$ cat src/design/rvd_pkg.sv
// ----------------------------------------------------------------------------
// RV64I decoder package
// Codes, opcodes, fixed instruction words and the decoded record type
// used by the decoder module.
// ----------------------------------------------------------------------------
package rvd_pkg;

  typedef enum logic [3:0] {
    CLS_UNKNOWN  = 4'd0,
    CLS_NOP      = 4'd1,
    CLS_CSR_NONE = 4'd2,
    CLS_CSR_USE  = 4'd3,
    CLS_ECALL    = 4'd4,
    CLS_MRET     = 4'd5,
    CLS_FENCE    = 4'd6,
    CLS_LOAD     = 4'd7,
    CLS_STORE    = 4'd8,
    CLS_UPPER    = 4'd9,
    CLS_JUMP     = 4'd10,
    CLS_BRANCH   = 4'd11,
    CLS_ALU      = 4'd12
  } op_class_t;

  typedef enum logic [3:0] {
    ALU_NONE = 4'd0,
    ALU_ADD  = 4'd1,
    ALU_SUB  = 4'd2,
    ALU_XOR  = 4'd3,
    ALU_OR   = 4'd4,
    ALU_AND  = 4'd5,
    ALU_SLL  = 4'd6,
    ALU_SRL  = 4'd7,
    ALU_SRA  = 4'd8,
    ALU_SLT  = 4'd9
  } alu_op_t;

  typedef enum logic [2:0] {
    IMM_NONE,
    IMM_I,
    IMM_S,
    IMM_B,
    IMM_U,
    IMM_J
  } imm_fmt_t;

  localparam logic [6:0] OPC_SYSTEM  = 7'b1110011;
  localparam logic [6:0] OPC_LOAD    = 7'b0000011;
  localparam logic [6:0] OPC_STORE   = 7'b0100011;
  localparam logic [6:0] OPC_LUI     = 7'b0110111;
  localparam logic [6:0] OPC_AUIPC   = 7'b0010111;
  localparam logic [6:0] OPC_JAL     = 7'b1101111;
  localparam logic [6:0] OPC_JALR    = 7'b1100111;
  localparam logic [6:0] OPC_BRANCH  = 7'b1100011;
  localparam logic [6:0] OPC_OP      = 7'b0110011;
  localparam logic [6:0] OPC_OPIMM   = 7'b0010011;
  localparam logic [6:0] OPC_OP32    = 7'b0111011;
  localparam logic [6:0] OPC_OPIMM32 = 7'b0011011;

  localparam logic [31:0] W_NOP       = 32'd19;
  localparam logic [31:0] W_ECALL     = 32'd115;
  localparam logic [31:0] W_MRET      = 32'd807403635;
  localparam logic [31:0] W_FENCE     = 32'd267386895;
  localparam logic [31:0] W_CSR_SRC_A = 32'd873631859;
  localparam logic [31:0] W_CSR_SRC_B = 32'd810717299;
  localparam logic [31:0] W_CSR_DST   = 32'd874524531;

  localparam logic [4:0] REG_CSR_SRC = 5'd5;
  localparam logic [4:0] REG_CSR_DST = 5'd30;

  localparam logic [2:0] USE_NONE     = 3'b000;
  localparam logic [2:0] USE_RD       = 3'b001;
  localparam logic [2:0] USE_RS1      = 3'b010;
  localparam logic [2:0] USE_RD_RS1   = 3'b011;
  localparam logic [2:0] USE_RS1_RS2  = 3'b110;
  localparam logic [2:0] USE_ALL      = 3'b111;

  typedef struct packed {
    op_class_t   cls;
    alu_op_t     alu;
    logic        word;
    logic [2:0]  use_m;
    logic [4:0]  dst;
    logic [4:0]  src1;
    logic [4:0]  src2;
    logic [3:0]  msz;
    logic        msg;
    logic [2:0]  f3;
    imm_fmt_t    fmt;
    logic        add_pc;
  } dec_t;

  function automatic alu_op_t alu_sel(input logic [2:0] f3, input logic b30,
                                      input logic has_logic, input logic is_imm);
    alu_op_t a;
    unique case (f3)
      3'd0: a = (b30 && !is_imm) ? ALU_SUB : ALU_ADD;
      3'd1: a = b30 ? ALU_NONE : ALU_SLL;
      3'd5: a = b30 ? ALU_SRA : ALU_SRL;
      3'd2, 3'd3: a = has_logic ? ALU_SLT : ALU_NONE;
      3'd4: a = has_logic ? ALU_XOR : ALU_NONE;
      3'd6: a = has_logic ? ALU_OR : ALU_NONE;
      3'd7: a = has_logic ? ALU_AND : ALU_NONE;
      default: a = ALU_NONE;
    endcase
    return a;
  endfunction

endpackage

$ cat src/design/rvd_if.sv
// ----------------------------------------------------------------------------
// RV64I decoder channels
// Valid/ready channel for instruction items and for decoded record items.
// ----------------------------------------------------------------------------
interface rvd_in_if;
  logic        valid;
  logic        ready;
  logic [31:0] pc;
  logic [31:0] instr;

  modport source (output valid, output pc, output instr, input ready);
  modport sink   (input valid, input pc, input instr, output ready);
endinterface

interface rvd_out_if;
  logic               valid;
  logic               ready;
  logic [3:0]         op_class;
  logic [3:0]         alu_op;
  logic               word_op;
  logic [2:0]         use_mask;
  logic [4:0]         dest_reg;
  logic [4:0]         src1_reg;
  logic [4:0]         src2_reg;
  logic signed [63:0] imm_value;
  logic [32:0]        pc_next;
  logic [3:0]         mem_size;
  logic               mem_signed;
  logic [2:0]         func3;

  modport source (output valid, output op_class, output alu_op, output word_op,
                  output use_mask, output dest_reg, output src1_reg, output src2_reg,
                  output imm_value, output pc_next, output mem_size, output mem_signed,
                  output func3, input ready);
  modport sink   (input valid, input op_class, input alu_op, input word_op,
                  input use_mask, input dest_reg, input src1_reg, input src2_reg,
                  input imm_value, input pc_next, input mem_size, input mem_signed,
                  input func3, output ready);
endinterface

$ cat src/design/rv64i_instruction_decoder.sv
// ----------------------------------------------------------------------------
// RV64I instruction decoder
// Decodes each pc and instruction word into one record per cycle unless stalled.
//
//   Channel  Direction  Carries
//   in_ch    in         pc, instr
//   out_ch   out        op_class, alu_op, word_op, use_mask, regs, imm, pc_next,
//                       mem_size, mem_signed, func3
//
// Three register stages: field decode, immediate build and pc + 4, then the
// auipc add. One item is taken in every cycle while the pipeline is not stalled.
// A stage holds its item while the stage after it is full and stalled, so
// in_ch.ready falls only when all three stages are full and out_ch.ready is low.
// Reset (rst_n, synchronous) empties the pipeline.
// ----------------------------------------------------------------------------
module rv64i_instruction_decoder (
  input  logic clk,
  input  logic rst_n,
  rvd_in_if.sink    in_ch,
  rvd_out_if.source out_ch
);
  import rvd_pkg::*;

  logic               v1_r, v2_r, v3_r;
  logic               ld1, ld2, ld3;
  dec_t               dec;
  dec_t               dec1_r, dec2_r, dec3_r;
  logic [31:0]        pc1_r, pc2_r;
  logic [31:7]        ins1_r;
  logic [32:0]        pcn2_r, pcn3_r;
  logic [63:0]        imm2_nxt, imm2_r, imm3_nxt, imm3_r;

  assign ld3 = !v3_r || out_ch.ready;
  assign ld2 = !v2_r || ld3;
  assign ld1 = !v1_r || ld2;
  assign in_ch.ready = ld1;

  always_comb begin
    logic [31:0] w;
    logic [6:0]  opc;
    logic [2:0]  f3;
    logic        is_imm;
    logic        full;
    alu_op_t     a;
    w      = in_ch.instr;
    opc    = w[6:0];
    f3     = w[14:12];
    is_imm = (opc == OPC_OPIMM) || (opc == OPC_OPIMM32);
    full   = (opc == OPC_OP) || (opc == OPC_OPIMM);
    a      = alu_sel(f3, w[30], full, is_imm);
    dec        = '0;
    dec.cls    = CLS_UNKNOWN;
    dec.alu    = ALU_NONE;
    dec.fmt    = IMM_NONE;
    dec.f3     = f3;
    priority if (w == W_NOP) begin
      dec.cls = CLS_NOP;
    end else if (w == W_ECALL) begin
      dec.cls = CLS_ECALL;
    end else if (w == W_MRET) begin
      dec.cls = CLS_MRET;
    end else if (opc == OPC_SYSTEM) begin
      if (w == W_CSR_SRC_A || w == W_CSR_SRC_B) begin
        dec.cls   = CLS_CSR_USE;
        dec.use_m = USE_RS1;
        dec.src1  = REG_CSR_SRC;
      end else if (w == W_CSR_DST) begin
        dec.cls   = CLS_CSR_USE;
        dec.use_m = USE_RD;
        dec.dst   = REG_CSR_DST;
      end else begin
        dec.cls = CLS_CSR_NONE;
      end
    end else if (w == W_FENCE) begin
      dec.cls = CLS_FENCE;
    end else if (opc == OPC_LOAD) begin
      if (f3 != 3'd7) begin
        dec.cls   = CLS_LOAD;
        dec.use_m = USE_RD_RS1;
        dec.dst   = w[11:7];
        dec.src1  = w[19:15];
        dec.fmt   = IMM_I;
        dec.msz   = 4'd1 << f3[1:0];
        dec.msg   = !f3[2];
      end
    end else if (opc == OPC_STORE) begin
      if (!f3[2]) begin
        dec.cls   = CLS_STORE;
        dec.use_m = USE_RS1_RS2;
        dec.src1  = w[19:15];
        dec.src2  = w[24:20];
        dec.fmt   = IMM_S;
        dec.msz   = 4'd1 << f3[1:0];
        dec.msg   = 1'b1;
      end
    end else if (opc == OPC_LUI || opc == OPC_AUIPC) begin
      dec.cls    = CLS_UPPER;
      dec.use_m  = USE_RD;
      dec.dst    = w[11:7];
      dec.fmt    = IMM_U;
      dec.add_pc = (opc == OPC_AUIPC);
    end else if (opc == OPC_JAL) begin
      dec.cls   = CLS_JUMP;
      dec.alu   = ALU_ADD;
      dec.use_m = USE_RD;
      dec.dst   = w[11:7];
      dec.fmt   = IMM_J;
    end else if (opc == OPC_JALR) begin
      dec.cls   = CLS_JUMP;
      dec.alu   = ALU_ADD;
      dec.use_m = USE_RD_RS1;
      dec.dst   = w[11:7];
      dec.src1  = w[19:15];
      dec.fmt   = IMM_I;
    end else if (opc == OPC_BRANCH) begin
      dec.cls   = CLS_BRANCH;
      dec.alu   = ALU_ADD;
      dec.use_m = USE_RS1_RS2;
      dec.src1  = w[19:15];
      dec.src2  = w[24:20];
      dec.fmt   = IMM_B;
    end else if (opc == OPC_OP || opc == OPC_OP32 || opc == OPC_OPIMM
                 || opc == OPC_OPIMM32) begin
      if (a != ALU_NONE) begin
        dec.cls  = CLS_ALU;
        dec.alu  = a;
        dec.word = !full;
        dec.dst  = w[11:7];
        dec.src1 = w[19:15];
        if (is_imm) begin
          dec.use_m = USE_RD_RS1;
          dec.fmt   = IMM_I;
          if (a == ALU_SLL || a == ALU_SRL || a == ALU_SRA) begin
            dec.src2 = w[24:20];
          end
        end else begin
          dec.use_m = USE_ALL;
          dec.src2  = w[24:20];
        end
      end
    end else begin
      dec.cls = CLS_UNKNOWN;
    end
  end

  always_comb begin
    logic [31:7] i;
    i = ins1_r;
    unique case (dec1_r.fmt)
      IMM_I:   imm2_nxt = {{52{i[31]}}, i[31:20]};
      IMM_S:   imm2_nxt = {{52{i[31]}}, i[31:25], i[11:7]};
      IMM_B:   imm2_nxt = {{52{i[31]}}, i[7], i[30:25], i[11:8], 1'b0};
      IMM_U:   imm2_nxt = {{32{i[31]}}, i[31:12], 12'b0};
      IMM_J:   imm2_nxt = {{44{i[31]}}, i[19:12], i[20], i[30:21], 1'b0};
      default: imm2_nxt = '0;
    endcase
  end

  assign imm3_nxt = imm2_r + (dec2_r.add_pc ? {32'b0, pc2_r} : 64'd0);

  always_ff @(posedge clk) begin
    if (!rst_n) begin
      v1_r <= 1'b0;
      v2_r <= 1'b0;
      v3_r <= 1'b0;
    end else begin
      if (ld1) begin
        v1_r <= in_ch.valid;
      end
      if (ld2) begin
        v2_r <= v1_r;
      end
      if (ld3) begin
        v3_r <= v2_r;
      end
    end
  end

  always_ff @(posedge clk) begin
    if (ld1) begin
      dec1_r <= dec;
      pc1_r  <= in_ch.pc;
      ins1_r <= in_ch.instr[31:7];
    end
    if (ld2) begin
      dec2_r <= dec1_r;
      pc2_r  <= pc1_r;
      imm2_r <= imm2_nxt;
      pcn2_r <= {1'b0, pc1_r} + 33'd4;
    end
    if (ld3) begin
      dec3_r <= dec2_r;
      imm3_r <= imm3_nxt;
      pcn3_r <= pcn2_r;
    end
  end

  assign out_ch.valid      = v3_r;
  assign out_ch.op_class   = dec3_r.cls;
  assign out_ch.alu_op     = dec3_r.alu;
  assign out_ch.word_op    = dec3_r.word;
  assign out_ch.use_mask   = dec3_r.use_m;
  assign out_ch.dest_reg   = dec3_r.dst;
  assign out_ch.src1_reg   = dec3_r.src1;
  assign out_ch.src2_reg   = dec3_r.src2;
  assign out_ch.imm_value  = imm3_r;
  assign out_ch.pc_next    = pcn3_r;
  assign out_ch.mem_size   = dec3_r.msz;
  assign out_ch.mem_signed = dec3_r.msg;
  assign out_ch.func3      = dec3_r.f3;

  a_stage1_hold: assert property (@(posedge clk) disable iff (!rst_n)
    (v1_r && !ld2) |=> (v1_r && $stable(pc1_r) && $stable(ins1_r)))
    else $error("stage 1 item changed while stalled");

  a_mem_size: assert property (@(posedge clk) disable iff (!rst_n)
    v3_r |-> ((out_ch.mem_size != 4'd0) ==
              (dec3_r.cls == CLS_LOAD || dec3_r.cls == CLS_STORE)))
    else $error("memory size given outside a load or store");

  a_no_rd: assert property (@(posedge clk) disable iff (!rst_n)
    (v3_r && (dec3_r.cls == CLS_STORE || dec3_r.cls == CLS_BRANCH || dec3_r.cls == CLS_UNKNOWN))
      |-> (!out_ch.use_mask[0] && out_ch.dest_reg == 5'd0))
    else $error("destination register marked on a class without one");

endmodule
$ cat src/flat_wrapper.sv
// flat-port wrapper written by rule: the top's interface ports become plain ports
module rv64i_instruction_decoder_flat import rvd_pkg::*;
  (clk, rst_n, in_ch_valid, in_ch_pc, in_ch_instr, in_ch_ready, out_ch_valid, out_ch_op_class, out_ch_alu_op, out_ch_word_op, out_ch_use_mask, out_ch_dest_reg, out_ch_src1_reg, out_ch_src2_reg, out_ch_imm_value, out_ch_pc_next, out_ch_mem_size, out_ch_mem_signed, out_ch_func3, out_ch_ready);
  rvd_in_if in_ch_i ();
  rvd_out_if out_ch_i ();
  input  logic clk;
  input  logic rst_n;
  input wire logic [$bits(in_ch_i.valid)-1:0] in_ch_valid;
  input wire logic [$bits(in_ch_i.pc)-1:0] in_ch_pc;
  input wire logic [$bits(in_ch_i.instr)-1:0] in_ch_instr;
  output wire logic [$bits(in_ch_i.ready)-1:0] in_ch_ready;
  output wire logic [$bits(out_ch_i.valid)-1:0] out_ch_valid;
  output wire logic [$bits(out_ch_i.op_class)-1:0] out_ch_op_class;
  output wire logic [$bits(out_ch_i.alu_op)-1:0] out_ch_alu_op;
  output wire logic [$bits(out_ch_i.word_op)-1:0] out_ch_word_op;
  output wire logic [$bits(out_ch_i.use_mask)-1:0] out_ch_use_mask;
  output wire logic [$bits(out_ch_i.dest_reg)-1:0] out_ch_dest_reg;
  output wire logic [$bits(out_ch_i.src1_reg)-1:0] out_ch_src1_reg;
  output wire logic [$bits(out_ch_i.src2_reg)-1:0] out_ch_src2_reg;
  output wire logic [$bits(out_ch_i.imm_value)-1:0] out_ch_imm_value;
  output wire logic [$bits(out_ch_i.pc_next)-1:0] out_ch_pc_next;
  output wire logic [$bits(out_ch_i.mem_size)-1:0] out_ch_mem_size;
  output wire logic [$bits(out_ch_i.mem_signed)-1:0] out_ch_mem_signed;
  output wire logic [$bits(out_ch_i.func3)-1:0] out_ch_func3;
  input wire logic [$bits(out_ch_i.ready)-1:0] out_ch_ready;
  assign in_ch_i.valid = in_ch_valid;
  assign in_ch_i.pc = in_ch_pc;
  assign in_ch_i.instr = in_ch_instr;
  assign in_ch_ready = in_ch_i.ready;
  assign out_ch_valid = out_ch_i.valid;
  assign out_ch_op_class = out_ch_i.op_class;
  assign out_ch_alu_op = out_ch_i.alu_op;
  assign out_ch_word_op = out_ch_i.word_op;
  assign out_ch_use_mask = out_ch_i.use_mask;
  assign out_ch_dest_reg = out_ch_i.dest_reg;
  assign out_ch_src1_reg = out_ch_i.src1_reg;
  assign out_ch_src2_reg = out_ch_i.src2_reg;
  assign out_ch_imm_value = out_ch_i.imm_value;
  assign out_ch_pc_next = out_ch_i.pc_next;
  assign out_ch_mem_size = out_ch_i.mem_size;
  assign out_ch_mem_signed = out_ch_i.mem_signed;
  assign out_ch_func3 = out_ch_i.func3;
  assign out_ch_i.ready = out_ch_ready;
  rv64i_instruction_decoder u_core (.clk(clk), .rst_n(rst_n), .in_ch(in_ch_i), .out_ch(out_ch_i));
endmodule
$ cat config.mk
export PLATFORM = sky130hd
export DESIGN_NAME = rv64i_instruction_decoder_flat
export DESIGN_NICKNAME = d
export VERILOG_FILES = /design/src/design/rvd_pkg.sv /design/src/design/rvd_if.sv /design/src/design/rv64i_instruction_decoder.sv /design/src/flat_wrapper.sv
export SDC_FILE = /design/constraint.sdc
export NUM_CORES = 1
export LEC_CHECK = 0
export ABC_AREA = 1
export ABC_CLOCK_PERIOD_IN_PS = 12400
export BUFFER_PORTS_ARGS = -buffer_cell sky130_fd_sc_hd__buf_2
export CAP_MARGIN = 0
export CORE_ASPECT_RATIO = 2
export CORE_MARGIN = 10
export CORE_UTILIZATION = 25
export DETAILED_ROUTE_END_ITERATION = 16
export PLACE_DENSITY_LB_ADDON = 0.25
export REMOVE_ABC_BUFFERS = 1
export SYNTH_ARGS = -nofsm -noshare
export SYNTH_HDL_FRONTEND = slang
export SYNTH_SLANG_ARGS = --single-unit
$ cat constraint.sdc
create_clock -name clk -period 12.4 [get_ports clk]
set_clock_uncertainty 0.2 [all_clocks]
set_input_delay 2.48 -clock clk [delete_from_list [all_inputs] [get_ports clk]]
set_output_delay 2.48 -clock clk [all_outputs]
set_load 0.02 [all_outputs]
# Word level (Yosys, flattened, before mapping)
# Cells that the tools add are included.
word_totals:
  register_bits: 396
op_classes:
  n_reduce_logical: 28
  muxes: 84
  shifts: 1
  bitwise_logic: 1
  n_eq_ne: 35
  n_addsub: 2
ops:
  columns: ["cell", "count"]
  rows:
  - ["$pmux W64 S5", 1]
  - ["$mux W23", 13]
  - ["$eq A32 B30 Y1 const B", 4]
  - ["$mux W10", 10]
  - ["$add A64 B64 Y64", 1]
  - ["$mux W3", 19]
  - ["$mux W5", 10]
  - ["$mux W8", 5]
  - ["$mux W13", 3]
  - ["$mux W4", 9]
  - ["$add A32 B3 Y33 const B", 1]
  - ["$eq A32 B28 Y1 const B", 1]
  - ["$eq A32 B5 Y1 const B", 1]
  - ["$eq A32 B7 Y1 const B", 1]
  - ["$mux W32", 1]
  - ["$eq A7 B6 Y1 const B", 4]
  - ["$eq A7 B7 Y1 const B", 4]
  - ["$pmux W4 S7", 1]
  - ["$mux W27", 1]
  - ["$eq A7 B5 Y1 const B", 3]
  - ["$eq A3 B3 Y1 const B", 6]
  - ["$reduce_or A8 Y1", 2]
  - ["$mux W15", 1]
  - ["$eq A3 B2 Y1 const B", 4]
  - ["other kinds (21)", 45]

# Depth between registers and ports, before layout
depth:
  ltp_word: 38
  depth_mapped: 18
  depth_no_buf: 17

# Worst setup path before layout
# No wires, ideal clock.
synth_timing:
  path_kind: "in2out"
  start: "input port out_ch_ready"
  end: "output port in_ch_ready"
  stages: 4
  n_path_buf: 0
  required_ps: 9720
  arrival_ps: 7858
  slack_ps: 1862
  path_cell_list: "inv_1 nand2_1 nor2_1 nand2_1"
synth_between:
  elab_chain_cells: 3
synth_rtl:
  columns: ["item", "line_no", "text"]
  rows:
  - ["start, declared", "flat_wrapper.sv:25", "input wire logic [$bits(out_ch_i.ready)-1:0] out_ch_ready;"]
  - ["$logic_or A1 B1 Y1", "rv64i_instruction_decoder.sv:33", "assign ld3 = !v3_r || out_ch.ready;"]
  - ["named net u_core.ld3", "rv64i_instruction_decoder.sv:25", "logic ld1, ld2, ld3;"]
  - ["$logic_or A1 B1 Y1", "rv64i_instruction_decoder.sv:34", "assign ld2 = !v2_r || ld3;"]
  - ["$logic_or A1 B1 Y1", "rv64i_instruction_decoder.sv:35", "assign ld1 = !v1_r || ld2;"]
  - ["end, declared", "flat_wrapper.sv:11", "output wire logic [$bits(in_ch_i.ready)-1:0] in_ch_ready;"]
# The timed path passes the listed nets, and every way through them passes these cells.

# Final worst setup path
# Same ends and word-level chain as after synthesis.

==> summary.txt <==
STA
  • Maximum frequency from static timing analysis: about 150 MHz
  • Final setup violation count: 0
  • Setup repair after global routing missed its margin: false
  • Tightest slew margin relative to the limit: 0.352
  • Minimum clock period: 6.46 ns
  • Final Hold Violating Endpoints: 0
  • Setup TNS: 0 ns
  • Slew at the pin with the worst max-slew slack: about 0.97 ns
  • Number of max-slew violations in the final report: 0
  • Final clock period utilization by the worst path: 0.521

Layout
  • Final cell utilization of the core: 0.303
  • Nets@finish: about 1600
  • Number of flip-flops under the largest register name: 64
  • Final non-filler cell area: roughly 0.018 mm²
  • Fraction of final layout cells sized beyond drive strength 1: 0.199
  • Layout Area Growth over Synthesis: 20.5%

Critical path
  • Ordered list of cells on the worst path: buf_2 -> inv_1 -> nand2_4 -> nor2_1 -> nand2_4 -> buf_2
  • Setup crit start kind: primary input
  • Maximum fanout along the worst path: 35
  • Worst path slowest cell: nor2_1
  • Reg2reg path depth: 13
  • Data required time of the critical path: 9.72 ns
  • Buffering stage count on the worst path with inverters included: 3
  • Data arrival time of the critical path: 3.78 ns
  • Critical path start-end classification: in2out
  • Largest stage delay on the critical path: roughly 0.42 ns
  • Cell count along the critical path: 6
  • Family with the most delay on the worst path: simple AND/OR/NAND/NOR gates
  • Type of element capturing the critical path: output pin

Power and ir drop
  • Power density over cell area: between 100 and 150 mW/mm²
  • LEAKAGE: 0.00869 µW
  • Maximum VDD drop: between 0.09 and 0.1 mV

Clock network
  • Cell at the root of the clock tree: clkbuf_16
  • Quantity of gates resized following cts: 0
  • Number of H-tree branching levels: 2
  • Number of buffers created by CTS: 35
  • Number of hold-repair buffers added at the cts stage: 0
  • Buffer depth of the longest clock path: 3
  • Clock-pin slew of the registers on the worst-case setup and hold paths: ~0.07 ns
  • Setup bufs post-CTS: 0
  • TritonCTS clock tree: done
  • Clk_lat worst skew: 0.55 ns
  • Clock Sink Count: ~360

Global route
  • Pin count of the biggest net entering global routing: 74
  • Global route total overflow: 0
  • GRT Total Usage: 0.121
  • Number of global-route vias before repair: roughly 10000
  • Initial antenna violation count: 6
  • Global-route wire length before repair: 64.7 mm

Yosys
  • Cell Area, Synth: about 0.015 mm²
  • Most repeated cell in the gate-level netlist after synthesis: edfxtp_1
  • Cells after Synth: ~1200
  • Post-synthesis sequential area ratio: 0.705
  • Number of warnings issued by yosys: 0
  • Cell variety after synth: 46
  • Main flop type after synthesis: edfxtp_1
  • Dominant cells by area after synthesis: edfxtp_1, nand2_1, inv_1
  • Async set-or-reset flop fraction in the synthesized netlist: 0
  • Number of enable-type register cells in the synthesized netlist: 356
  • Average size of a mapped cell: about 12 µm²
  • Commonest cells in the synthesized netlist: edfxtp_1, nand2_1, inv_1
  • Proportion of netlist area held by the largest area contributor: 0.701
  • Library cell with the largest summed area after synthesis: edfxtp_1
  • Post-synthesis sequential element count: about 360

Die
  • Cell row count: between 100 and 150
  • Width of the die: slightly below 200 µm
  • Io pins: about 200
  • Die area: roughly 0.072 mm²
  • Die height: around 370 µm
  • Floorplan Core Area: 0.0607 mm²
  • Starting density of the core: 0.251

Hold path
  • Count of cells along the worst hold path: 0
  • Hold WC Path Type: reg2reg

Run status
  • Outcome: finished clean

Placement
  • Count of port buffers added during placement: about 200
  • Area after DPL: ~0.017 mm²
  • Detailed placer's ending HPWL: 35.5 mm
  • Final weighted congestion in routability-driven placement: 0.876

Drt
  • Routed wirelength normalized by instance count: approximately 20 µm
  • Final Routed Wirelength: 44.9 mm
  • Final ANT Viol Nets: 0
  • Iteration-0 DRC Markers: between 500 and 600
  • Drt drc: 0
  • Via/cell ratio: ~4.2
  • Via Count: 9633
  • First-pass iteration count of the detailed router: 4

Job
  • Number of max-capacitance violations reported: 0
[cell families after synthesis]
family | Yosys count | share of synthesized area
AO/OA/AOI/OAI | 124 | 0.0484
flip-flops | 359 | 0.705
buffers and inverters | 211 | 0.0534
adder cells (fa/ha/maj) | 35 | 0.0292
XOR/XNOR | 48 | 0.0276
AND/OR/NAND/NOR | 462 | 0.136
[path summary, 6_finish.rpt]
path | start | end | slack, ns
setup / recovery | out_ch_ready | in_ch_ready | 5.94
hold / removal | u_core.dec2_r[31]$_DFFE_PP_ | u_core.out_ch.alu_op[0]$_DFFE_PP_ | 0.21
setup reg to reg | u_core.dec2_r[0]$_DFFE_PP_ | u_core.out_ch.imm_value[32]$_DFFE_PP_ | 9.10
hold reg to reg | u_core.dec2_r[31]$_DFFE_PP_ | u_core.out_ch.alu_op[0]$_DFFE_PP_ | 0.21
[per-stage QoR]
stage          cells  worst slack (ns)  power [µW]  hold WS [ns]
6_report        2280              5.94        2630         0.213
5_1_grt         2279              5.84        2730         0.219
4_1_cts         2279              5.89        2680         0.213
3_5_place_dp    2216              5.89        1590         0.205
3_3_place_gp    2216              5.87        1580         0.201
2_1_floorplan   1229              1.86        1510         0.200
[cell usage in the layout, fill, tap and decap left out, drive strengths merged, types with 4 or more instances in the layout]
master | synthesis | routed
ha | 34 | 34
inv | 201 | 204
xor2 | 37 | 37
nand4 | 17 | 17
buf | 4 | 207
o21bai | 4 | 4
nand3 | 76 | 76
o21ai | 49 | 49
a21oi | 34 | 34
a21o | 9 | 9
clkinv | 0 | 6
o211ai | 4 | 4
xnor2 | 11 | 11
a31oi | 15 | 15
nor4 | 5 | 5
clkbuf | 6 | 51
nor3 | 19 | 19
nor2 | 105 | 105
nand2 | 235 | 235
edfxtp | 356 | 356
[where the power goes]
group / internal (µW) / switching [µW]
combinational: 40.8 / 97.8
sequential: 1390 / 28.3
clock: 609 / 470
[metal layers]
layer  vias to the layer above  global-route usage  part of all wire
met5                         -                   0                 0
met4                         0              0.0689             0.052
met3                        82              0.0204             0.046
met2                       261               0.234              0.56
met1                      4575               0.117              0.35
li1                       4715                   -                 -
[area by class of cell]
class                           instances  area (µm²)
Clock buffer                           51         998
Inverter                              201         757
Timing Repair Buffer                  207        1050
Fill cell                            6165       42300
Tap cell                              780         976
Multi-Input combinational cell        669        3690
Clock inverter                         12         136
Antenna cell                            1        2.50
Sequential cell                       359       10800
[worst register-to-register path, cell delays in order, from the launching register on]
cell and delay (ns):
edfxtp_1 0.35, buf_4 0.25, nand2_1 0.11, inv_1 0.06
ha_1 0.41, inv_1 0.11, o21ai_1 0.23, a21oi_1 0.16
o21ai_0 0.38, a21oi_1 0.08, nand2_1 0.24, nand3_2 0.13
nand3_2 0.24, nand2_1 0.09
Power figures use the tool's default switching activity.
